--- config.mk ---
export PLATFORM = sky130hd
export DESIGN_NAME = imhu_ctrl
export DESIGN_NICKNAME = d
export VERILOG_FILES = /design/src/rtl/imhu_pkg.sv /design/src/rtl/imhu_ctrl.sv
export SDC_FILE = /design/constraint.sdc
export NUM_CORES = 1
export LEC_CHECK = 0
export BUFFER_PORTS_ARGS = -buffer_cell sky130_fd_sc_hd__buf_2
export CORE_UTILIZATION = 43
export DETAILED_ROUTE_END_ITERATION = 8
export GPL_ROUTABILITY_DRIVEN = 0
export PLACE_DENSITY = 0.71
export RECOVER_POWER = 100
export SLEW_MARGIN = 20
export SYNTH_ARGS = -nofsm -noshare
export SYNTH_HDL_FRONTEND = slang
export SYNTH_SLANG_ARGS = --single-unit
--- constraint.sdc ---
create_clock -name i_clk -period 1.45 [get_ports i_clk]
set_input_delay 0.145 -clock i_clk [delete_from_list [all_inputs] [get_ports i_clk]]
set_output_delay 0.145 -clock i_clk [all_outputs]
set_load 0.02 [all_outputs]
--- src/rtl/imhu_pkg.sv ---
`timescale 1ns / 1ps

package imhu_pkg;

    localparam int unsigned CAPACITY  = 1024;
    localparam int unsigned KEY_WIDTH = 32;

    typedef enum logic [1:0] {
        FN_PUSH,
        FN_POP,
        FN_ERASE,
        FN_FIND
    } t_func;

    typedef enum logic [2:0] {
        ST_OK,
        ST_DUP,
        ST_ABSENT,
        ST_EMPTY,
        ST_FULL
    } t_status;

    typedef enum logic [4:0] {
        OP_LOAD,
        OP_NOP,
        OP_SCAN_RD,
        OP_SCAN_CMP,
        OP_SET_DUP,
        OP_SET_ABSENT,
        OP_SET_EMPTY,
        OP_SET_FULL,
        OP_SET_FOUND,
        OP_PUSH_START,
        OP_RM_START,
        OP_RM_LOAD,
        OP_UP_RD,
        OP_UP_CMP,
        OP_DN_RDL,
        OP_DN_L,
        OP_DN_R,
        OP_DN_CMP,
        OP_PLACE,
        OP_FIN_RD,
        OP_FIN
    } t_op;

    typedef struct packed {
        t_op op;
    } t_cmd;

    typedef struct packed {
        t_func func;
        logic  empty;
        logic  full;
        logic  match;
        logic  scan_end;
        logic  at_root;
        logic  is_last;
        logic  up_less;
        logic  moved;
        logic  has_left;
        logic  has_right;
        logic  dn_less;
        logic  out_free;
    } t_sts;

endpackage

--- src/rtl/imhu_ctrl.sv ---
`timescale 1ns / 1ps

module imhu_ctrl (
    input  logic           i_clk,
    input  logic           i_rst_n,
    input  logic           i_valid,
    input  imhu_pkg::t_sts i_sts,
    output imhu_pkg::t_cmd o_cmd
);

    typedef enum logic [4:0] {
        S_IDLE,
        S_DECODE,
        S_SCAN_RD,
        S_SCAN_CMP,
        S_DUP,
        S_ABSENT,
        S_EMPTY,
        S_FULL,
        S_FOUND,
        S_PUSH,
        S_RM,
        S_RM_LOAD,
        S_UP,
        S_UP_CMP,
        S_DN,
        S_DN_L,
        S_DN_R,
        S_DN_CMP,
        S_PLACE,
        S_FIN_RD,
        S_FIN
    } t_state;

    t_state          r_state;
    t_state          n_state;
    t_state          w_up_done;
    imhu_pkg::t_cmd  r_cmd;

    function automatic imhu_pkg::t_op op_for(input t_state s);
        case (s)
            S_IDLE:     return imhu_pkg::OP_LOAD;
            S_SCAN_RD:  return imhu_pkg::OP_SCAN_RD;
            S_SCAN_CMP: return imhu_pkg::OP_SCAN_CMP;
            S_DUP:      return imhu_pkg::OP_SET_DUP;
            S_ABSENT:   return imhu_pkg::OP_SET_ABSENT;
            S_EMPTY:    return imhu_pkg::OP_SET_EMPTY;
            S_FULL:     return imhu_pkg::OP_SET_FULL;
            S_FOUND:    return imhu_pkg::OP_SET_FOUND;
            S_PUSH:     return imhu_pkg::OP_PUSH_START;
            S_RM:       return imhu_pkg::OP_RM_START;
            S_RM_LOAD:  return imhu_pkg::OP_RM_LOAD;
            S_UP:       return imhu_pkg::OP_UP_RD;
            S_UP_CMP:   return imhu_pkg::OP_UP_CMP;
            S_DN:       return imhu_pkg::OP_DN_RDL;
            S_DN_L:     return imhu_pkg::OP_DN_L;
            S_DN_R:     return imhu_pkg::OP_DN_R;
            S_DN_CMP:   return imhu_pkg::OP_DN_CMP;
            S_PLACE:    return imhu_pkg::OP_PLACE;
            S_FIN_RD:   return imhu_pkg::OP_FIN_RD;
            S_FIN:      return imhu_pkg::OP_FIN;
            default:    return imhu_pkg::OP_NOP;
        endcase
    endfunction

    // A removal whose replacement key did not rise must still sink.
    assign w_up_done = (i_sts.func == imhu_pkg::FN_PUSH || i_sts.moved) ? S_PLACE : S_DN;

    always_comb begin
        n_state = r_state;
        case (r_state)
            S_IDLE: begin
                if (i_valid) begin
                    n_state = S_DECODE;
                end
            end
            S_DECODE: begin
                case (i_sts.func)
                    imhu_pkg::FN_PUSH:  n_state = i_sts.empty ? S_PUSH : S_SCAN_RD;
                    imhu_pkg::FN_POP:   n_state = i_sts.empty ? S_EMPTY : S_RM;
                    imhu_pkg::FN_ERASE: n_state = i_sts.empty ? S_EMPTY : S_SCAN_RD;
                    default:            n_state = i_sts.empty ? S_ABSENT : S_SCAN_RD;
                endcase
            end
            S_SCAN_RD: n_state = S_SCAN_CMP;
            S_SCAN_CMP: begin
                if (i_sts.match) begin
                    case (i_sts.func)
                        imhu_pkg::FN_PUSH:  n_state = S_DUP;
                        imhu_pkg::FN_ERASE: n_state = S_RM;
                        default:            n_state = S_FOUND;
                    endcase
                end else if (i_sts.scan_end) begin
                    if (i_sts.func == imhu_pkg::FN_PUSH) begin
                        n_state = i_sts.full ? S_FULL : S_PUSH;
                    end else begin
                        n_state = S_ABSENT;
                    end
                end else begin
                    n_state = S_SCAN_RD;
                end
            end
            S_DUP, S_ABSENT, S_EMPTY, S_FULL, S_FOUND: n_state = S_FIN_RD;
            S_PUSH: n_state = S_UP;
            S_RM: n_state = i_sts.is_last ? S_FIN_RD : S_RM_LOAD;
            S_RM_LOAD: n_state = S_UP;
            S_UP: n_state = i_sts.at_root ? w_up_done : S_UP_CMP;
            S_UP_CMP: n_state = i_sts.up_less ? S_UP : w_up_done;
            S_DN: n_state = i_sts.has_left ? S_DN_L : S_PLACE;
            S_DN_L: n_state = i_sts.has_right ? S_DN_R : S_DN_CMP;
            S_DN_R: n_state = S_DN_CMP;
            S_DN_CMP: n_state = i_sts.dn_less ? S_DN : S_PLACE;
            S_PLACE: n_state = S_FIN_RD;
            S_FIN_RD: n_state = S_FIN;
            S_FIN: begin
                if (i_sts.out_free) begin
                    n_state = S_IDLE;
                end
            end
            default: n_state = S_IDLE;
        endcase
    end

    always_ff @(posedge i_clk) begin
        if (!i_rst_n) begin
            r_state  <= S_IDLE;
            r_cmd.op <= imhu_pkg::OP_LOAD;
        end else begin
            r_state  <= n_state;
            r_cmd.op <= op_for(n_state);
        end
    end

    assign o_cmd = r_cmd;

endmodule

== Yosys cells after proc, flatten, opt, wreduce, memory -nomap -nowiden ==
Memories as Yosys holds them, arrays and structs flattened. A register that Yosys moved wholly into a read port is not among the register bits.
Cells that the tools add are included.

* Eq/ne operators: 22
* Muxes and demuxes: 20
* Reductions and logical operators: 6

{| class="wikitable"
|+ Operators with widths
! operator !! count
|-
| $pmux W5 S15 || 1
|-
| $mux W5 || 10
|-
| $eq A5 B4 Y1 const B || 8
|-
| $eq A5 B5 Y1 const B || 5
|-
| $eq A5 B3 Y1 const B || 4
|-
| $mux W4 || 4
|-
| $pmux W4 S3 || 1
|-
| $eq A5 B2 Y1 const B || 2
|-
| $pmux W4 S2 || 1
|-
| $mux W3 || 2
|-
| $reduce_or A6 Y1 || 1
|-
| $eq A5 B1 Y1 const B || 1
|-
| $logic_not A5 Y1 || 1
|-
| $eq A2 B1 Y1 const B || 1
|-
| $eq A2 B2 Y1 const B || 1
|-
| $logic_not A2 Y1 || 1
|-
| $reduce_or A2 Y1 || 1
|-
| $logic_not A1 Y1 || 1
|-
| $logic_or A1 B1 Y1 || 1
|-
| $mux W1 || 1
|}

* Bits in registers: 5
* Memory bits (read-only): 160
* Output and inout bits: 5
* Memories: 1

{| class="wikitable"
|+ Memories
! name !! words !! width !! read ports !! clocked after Yosys merged registers in !! write ports !! line !! text
|-
| (name not given) || 32 || 5 || 1 || 1 || 0 || imhu_ctrl.sv:41 || <nowiki>case (s)</nowiki>
|}

== Longest topological paths before layout ==
Gate-level depths: netlist of the first run.

* Depth after elaboration: 5
* Mapped depth: 6
* Gate-level depth less buffers: 6

== Worst setup path before layout of the first run ==
Ideal clock, no wire load.

* Path type: reg2reg
* Start: register r_state[1]
* End: register o_cmd[2] (netlist name)
* Arrival: 1.373 ns
* Data required time: 1.371 ns
* Path slack: -0.003 ns
* Stages on the path, launching flop included: 6
* Clock period less this slack: 1.453 ns
* Path through: dfxtp_1 buf_6 or4b_4 a211oi_2 a311oi_1 a31oi_1

* Longest elaborated chain between the ends: 3
* Elaborated cells between the ends (all ways): 26
* Those cells by class: eq/ne (20); mux (3); reduce/logical (3)

{| class="wikitable"
|+ Ends and longest elaborated chain
! element !! line !! text
|-
| start: declaration || imhu_ctrl.sv:35 || <nowiki>t_state r_state;</nowiki>
|-
| start signal: assignment || imhu_ctrl.sv:129 || <nowiki>r_state <= n_state;</nowiki>
|-
| $eq A5 B5 Y1, or another cell as far along || imhu_ctrl.sv:71 || <nowiki>case (r_state)</nowiki>
|-
| $reduce_or A6 Y1 (no line) or $reduce_or A2 Y1 (tied branches) || -- ||
|-
| $pmux W5 S15 * || imhu_ctrl.sv:71 ||
|}

Mark *: on every way between the ends. The rest lies on a longest branch, timed or not.
A chain may end at the register's enable or synchronous reset.

== Worst setup path after layout of the first run ==
* Start: register r_state[1]
* End: register o_cmd[2] (netlist name)

* Longest elaborated chain between the ends: 3
* Elaborated cells between the ends (all ways): 26
* Those cells by class: eq/ne (20); mux (3); reduce/logical (3)

{| class="wikitable"
|+ Ends and longest elaborated chain
! element !! line
|-
| $eq A5 B5 Y1, or another cell as far along || imhu_ctrl.sv:71
|-
| $reduce_or A6 Y1 (no line) or $reduce_or A2 Y1 (tied branches) || --
|-
| $pmux W5 S15 * || imhu_ctrl.sv:71
|}

Marked as above.

==> results of run 1 <==
## layout by cell type, fill, tap and decap left out, types with 5 or more instances in the layout
master     n
a31oi_1    9
nand2b_1   5
inv_1      5
o21ai_1    5
buf_2     16
nand2_1    5
buf_4     21
dfxtp_1    7
clkbuf_1   5
## critical path, delay by kind of cell (launching register included)
kind | cells | cell delay [ns]
AND/OR/NAND/NOR | 1 | 0.53
flip-flops | 1 | 0.33
AO/OA/AOI/OAI | 3 | 0.58
## final timing paths
check             start        to  slack, ns  depth (start not counted)
max reg2reg  r_state[1]  o_cmd[2]      -0.06                          4
min reg2reg  r_state[4]  o_cmd[3]       0.79                          3
min           i_sts[11]  o_cmd[0]       0.30                          3
max          r_state[1]  o_cmd[2]      -0.06                          4
## routing by layer
layer	wire, um	up-vias
met5	0	-
met4	42	0
met3	173	7
met2	1430	58
met1	1080	507
li1	-	499
## what timing repair did
item	4_1_cts	5_1_grt
hold buffers	0	0
pin swaps	8	4
setup endpoints to repair	6	10
gates resized for setup	6	13
buffers inserted	3	0
## kinds of logic after synthesis
| logic type | count (synthesis) | share of synthesized area (%) |
|---|---|---|
| AO/OA/AOI/OAI | 42 | 33.2 |
| AND/OR/NAND/NOR | 39 | 30.2 |
| buffers and inverters | 12 | 6.50 |
| flip-flops | 10 | 23.1 |
| adder cells (fa/ha/maj) | 4 | 5.78 |
| multiplexers | 1 | 1.16 |
## state kept, by name (all words and copies together), names as in the netlist
register  flops
o_cmd         5
r_state       5
## per-stage QoR
step	setup TNS [ns]	setup slack [ns]	util (%)	cells	power (W)
2_1_floorplan	0	0.0332	-	108	0.000981
3_3_place_gp	-0.251	-0.0701	63.0	168	0.00131
3_5_place_dp	-0.538	-0.136	63.0	168	0.00133
4_1_cts	-0.128	-0.0557	66.7	174	0.00158
5_1_grt	-0.487	-0.0816	68.6	174	0.00177
6_report	-0.174	-0.0616	68.6	174	0.00166
## power by group
group          leakage [nW]  switching, W  internal (W)
Combinational         0.412      0.000560      0.000489
Clock                0.0138     0.0000854     0.0000954
Sequential           0.0828     0.0000650      0.000367
## cell type report
cell class              count  area, sq um
repair buffers             45          293
inverters                   5         18.8
well taps                  25         31.3
flip-flops and latches     10          204
fillers                   155          566
multi-input cells          86          667
clock buffers               3         22.5
==> results by group, run 1 <==
Clock tree
  – Skew-Pair Late Insertion Delay: 0.26 ns
  – H-tree levels: 1
  – CTS tree: built
  – TritonCTS Sinks: 10
  – Max clock buf depth: 2
  – Num CTS Buffers: 3
  – Root Buffer: clkbuf_4
  – Reg clk slew, reported paths: 0.06 ns

Floorplan
  – Num rows: 15
  – IO Pins: 22
  – Die Y: 46.9 um
  – Initial Util: 48.1%
  – Die area: 2200 sq um
  – Core area: 1800 sq um
  – Die extent in x: 46.9 um

Critical path
  – WS Path Type: flop to flop
  – Critical path arrival: 1.70 ns
  – Largest stage delay on the critical path: 0.53 ns
  – Slowest cell on crit path: or4b_4
  – Critical Path Start Type: flop
  – Critical path data required time: 1.64 ns
  – CP Cell Sequence: or4b_4 -> a211oi_4 -> a311oi_2 -> a31oi_1
  – Crit path max fanout: 3
  – CP endpoint kind: flop

Synthesis
  – Mapped Cells: 108
  – Largest cells by area after synthesis: dfxtp_1 23%, a31oi_1 7.2%, ha_1 5.8%, o21ai_0 4.6%, nand2b_1 3.6%
  – Main synth FF type: dfxtp_1
  – EDFF count, synth: 0
  – Mapped cell area: 866 sq um
  – Synthesized net count: 129
  – Synth unique cells: 44
  – Synth top cells by count: 10 x a31oi_1, 10 x dfxtp_1, 8 x o21ai_0
  – Ys async rst share: 0%
  – Syn_area_per_cell: 8.02 sq um
  – Seq/Total Area, Yosys: 23.1%
  – Yosys warning total: 0
  – Yosys top cell area share: 23.1%
  – Leading area contributor after synthesis: dfxtp_1
  – #FFs+latches synth: 10

Global routing
  – Most Crowded Layer GR: met2
  – GRT Total Usage: 28.5%
  – Vias in the first global route: 1020
  – Met2 global-route usage: 51.7%
  – GRT met1 Usage: 33.7%
  – Antenna violations before repair: 0
  – Total grt overflow: 0
  – First-pass GRT wire length: 4510 um
  – Met3 track demand over resource: 5.00%
  – Largest net degree at the start of global routing: 15

Timing
  – Part of the cycle the worst path needs: 104%
  – Relative max-transition margin: 74.7%
  – Tmin final: 1.51 ns
  – Hold_ws: 0.303 ns
  – Final Slew Violations: 0
  – RSZ-0062 raised after global routing: true
  – Final setup fails: 4
  – Final hold viol count: 0
  – Clk_skew: 0.00231 ns
  – Post-route setup slack: -0.0616 ns
  – F_max: 0.662 GHz
  – Measured slew at the worst slew-check pin: 0.379 ns

Routing
  – Vias: 1071
  – DRT Pass-1 Iters: 4
  – Vias/cell: 6.16
  – Initial DRC Count: 48
  – # DRC: 0
  – Post-DRT Antenna Nets: 0
  – Average routed wire per standard cell: 15.7 um
  – Drt total wl: 2720 um

Final layout
  – NumNets Final: 172
  – Fin area: 1240 sq um
  – Layout cells sized above 1: 40.3%
  – Synthesis-to-layout area growth: 42.8%
  – N_diodes: 0

Outcome
  – Outcome: complete, but fails checks
  – Failing checks: negative setup slack

Worst hold path
  – Worst min path class: primary input to flop

Pwr
  – VDD IR max: 587 uV
  – Power per Cell Area: 1340 nW/um^2
  – Leakage power: 0.509 nW

Place
  – DP HPWL: 2000 um
  – Total placed instance area: 1130 sq um
  – Number of buffers added on ports: 21

Run
  – Max Cap Violations: 0
No activity file was read; power rests on OpenSTA's default activity.
==> run 2, diff against run 1 <==
--- a/config.mk
+++ b/config.mk
@@ -5,11 +5,13 @@
 export SDC_FILE = /design/constraint.sdc
 export NUM_CORES = 1
 export LEC_CHECK = 0
+export ABC_AREA = 1
 export BUFFER_PORTS_ARGS = -buffer_cell sky130_fd_sc_hd__buf_2
-export CORE_UTILIZATION = 43
+export CORE_UTILIZATION = 45
 export DETAILED_ROUTE_END_ITERATION = 8
 export GPL_ROUTABILITY_DRIVEN = 0
-export PLACE_DENSITY = 0.71
+export GPL_TIMING_DRIVEN = 0
+export PLACE_DENSITY = 0.74
 export RECOVER_POWER = 100
 export SLEW_MARGIN = 20
 export SYNTH_ARGS = -nofsm -noshare
==> results by group, run 2 <==
Global routing
  – First-pass GRT wire length: 3450 um (-24%)
  – Largest net degree at the start of global routing: 11 (-4)
  – Vias in the first global route: 865 (-15%)
  – Antenna violations before repair: 0 (unchanged)
  – Total grt overflow: 0 (unchanged)
  – GRT Total Usage: 21.8% (-6.8 points)

Critical path
  – R2R Setup Slk: 0.11 ns (+0.17 ns)
  – R2R cell count: 7 (+3)
  – Critical Path Start Type: flop
  – Critical path arrival: 1.49 ns (-0.21 ns)
  – CP endpoint kind: flop
  – Crit path max fanout: 7 (+4)
  – Reg-to-Reg End: o_cmd[2]
  – WS Path Type: flop to flop
  – Critical path data required time: 1.60 ns (-0.04 ns)
  – Worst R2R Start: r_state[1]

Clock tree
  – Post-CTS Setup Bufs: 0 (-3)
  – Num CTS Buffers: 3 (unchanged)
  – Root Buffer: clkbuf_4
  – Reg clk slew, reported paths: 0.07 ns (about the same)
  – CTS tree: built
  – Max clock buf depth: 2 (unchanged)
  – CTS resizes: 0 (-6)
  – Hold-fix buffers, CTS: 0 (unchanged)
  – Skew-Pair Late Insertion Delay: 0.26 ns (about the same)
  – H-tree levels: 1 (unchanged)
  – TritonCTS Sinks: 10 (unchanged)

Routing
  – Vias/cell: 5.01 (-19%)
  – Average routed wire per standard cell: 10.6 um (-32%)
  – DRT Pass-1 Iters: 5 (+1)
  – # DRC: 0 (unchanged)
  – Vias: 1033 (-3.5%)
  – Initial DRC Count: 30 (-38%)
  – Post-DRT Antenna Nets: 0 (unchanged)
  – Drt total wl: 2190 um (-20%)

Run
  – Max Cap Violations: 0 (unchanged)

Floorplan
  – Die Y: 47.1 um (+0.52%)
  – Die area: 2220 sq um (+1.0%)
  – Core area: 1820 sq um (+1.0%)
  – Initial Util: 50.3% (+2.3 points)
  – Die extent in x: 47.1 um (+0.52%)
  – IO Pins: 22 (unchanged)
  – Num rows: 15 (unchanged)

Final layout
  – Non-filler cells, final: 206 (+18%)
  – Filler instances: 194 (+25%)
  – Most common cell after layout, fill and taps aside: nand2_1
  – N_diodes: 0 (unchanged)
  – Layout cells sized above 1: 21.5% (-19 points)
  – NumNets Final: 203 (+18%)
  – Synthesis-to-layout area growth: 17.6%
  – Most frequent cells in the layout: 42 x nand2_1, 25 x nor2_1, 17 x inv_1

Synthesis
  – EDFF count, synth: 0 (unchanged)
  – Mapped Cells: 156 (+44%)
  – Main synth FF type: dfxtp_1
  – Largest cells by area after synthesis: dfxtp_1 22%, nand2_1 17%, nor2_1 10%, nand3_1 7.7%, inv_1 7.0%
  – Synthesized net count: 177 (+37%)
  – Syn_area_per_cell: 5.87 sq um (-27%)
  – Leading area contributor after synthesis: dfxtp_1
  – Yosys warning total: 0 (unchanged)
  – Mapped cell area: 916 sq um (+5.8%)
  – Most numerous cell in the Yosys netlist: nand2_1
  – Ys async rst share: 0% (unchanged)
  – Synth top cells by count: 42 x nand2_1, 25 x nor2_1, 17 x inv_1
  – Synth unique cells: 22 (-50%)
  – Yosys top cell area share: 21.9% (-1.3 points)
  – #FFs+latches synth: 10 (unchanged)
  – Seq/Total Area, Yosys: 21.9% (-1.3 points)

Timing
  – Measured slew at the worst slew-check pin: 0.316 ns (-0.0634 ns)
  – Final Slew Violations: 0 (unchanged)
  – Final hold viol count: 0 (unchanged)
  – Clk_skew: 0.00254 ns (+0.000224 ns)
  – Part of the cycle the worst path needs: 92.7% (-12 points)
  – F_max: 0.744 GHz (+12%)
  – Relative max-transition margin: 78.9% (+4.3 points)
  – RSZ-0062 raised after global routing: false
  – Post-route setup slack: 0.106 ns (+0.168 ns)
  – Tmin final: 1.34 ns (-0.168 ns)
  – Final setup fails: 0 (-4)
  – Setup TNS: 0 ns (+0.174 ns)

Pwr
  – VDD IR max: 1230 uV (+110%)
  – Power per Cell Area: 1470 nW/um^2 (+9.1%)
  – Leakage power: 0.571 nW (+12%)

Place
  – Placed cell count: 202 (+20%)
  – DP HPWL: 1800 um (-9.6%)
  – Pre-CTS setup slack: 0.000417 ns (+0.136 ns)
  – Number of buffers added on ports: 21 (unchanged)

Worst hold path
  – Worst min path class: primary input to flop
  – Hold path endpoint: r_state[4]
  – Worst hold start: i_rst_n
  – WHS Path Cells: 3 (unchanged)

Outcome
  – Outcome: completed
==> run 2: cell count changes after synthesis, sizes merged, moves of 5 or more <==
| cell | delta |
|---|---|
| a21oi | +7 |
| nand3 | +17 |
| inv | +15 |
| nand2 | +39 |
| a31oi | -10 |
| nor2 | +28 |
| nand2b | -5 |
==> run 2: layout make-up <==
cell class / count / area [sq um] / share of cell area (%)
plain buffers: 2 / 12.5 / 1.16
clock buffers: 4 / 36.3 / 3.37
inverters: 21 / 78.8 / 7.32
multi-input cells: 123 / 619 / 57.5
flip-flops and latches: 10 / 200 / 18.6
well taps: 25 / 31.3 / 2.90
repair buffers: 21 / 98.8 / 9.18
==> run 2: logic make-up (layout without fill, tap and decap cells) <==
logic type	after synthesis	in the layout	share of synthesized area, %
buf+inv	23	48	9.97
simple gates	103	103	54.0
compound gates	16	16	8.74
fa+ha+maj	4	4	5.46
flops	10	10	21.9
==> run 2: per-stage QoR <==
| step | utilization, % | area, sq um | power [W] | hold slack, ns |
|---|---|---|---|---|
| floorplan | - | 916 | 0.00113 | 0.361 |
| global placement | 57.8 | 1050 | 0.00133 | 0.500 |
| detailed placement | 57.8 | 1050 | 0.00135 | 0.515 |
| CTS | 59.8 | 1090 | 0.00159 | 0.235 |
| global route | 59.2 | 1080 | 0.00171 | 0.263 |
| finish | 59.2 | 1080 | 0.00158 | 0.241 |
==> run 2: critical path, stage by stage (launching register included) <==
cell and delay, ns:
dfxtp_1 0.50, inv_1 0.11, nand2_1 0.12, nor2_2 0.07, nand3_1 0.10, nand3_1 0.10, nor2_1 0.15, a21oi_1 0.08
==> run 2: how the worst max path moves through the flow <==
| stage | startpoint | to | slack, ns | depth (start not counted) |
|---|---|---|---|---|
| 3_3_place_gp | i_sts[12] | o_cmd[2] | 0.04 | 11 |
| 2_1_floorplan | i_sts[12] | o_cmd[2] | 0.33 | 10 |
| 4_1_cts | r_state[0] | o_cmd[0] | 0.14 | 7 |
| 6_report | r_state[1] | o_cmd[2] | 0.11 | 7 |
| 3_5_place_dp | i_sts[13] | r_state[2] | 0.0004 | 11 |
| 5_1_grt | r_state[1] | r_state[2] | 0.02 | 7 |
==> run 2: layer usage <==
metal / routed length [um] / GRT usage [%] / vias up / part of all wire [%]
li1: - / - / 547 / -
met1: 1030 / 28.9 / 450 / 47
met2: 1050 / 37.5 / 32 / 48
met3: 83 / 2.31 / 4 / 3.8
met4: 23 / 5.71 / 0 / 1.1
met5: 0 / 0 / - / 0
==> run 2: where the power goes <==
part	switching, W	internal (W)	total, W
sequential	0.000108	0.000370	0.000478
combinational	0.000575	0.000284	0.000859
clock	0.0000918	0.000152	0.000244
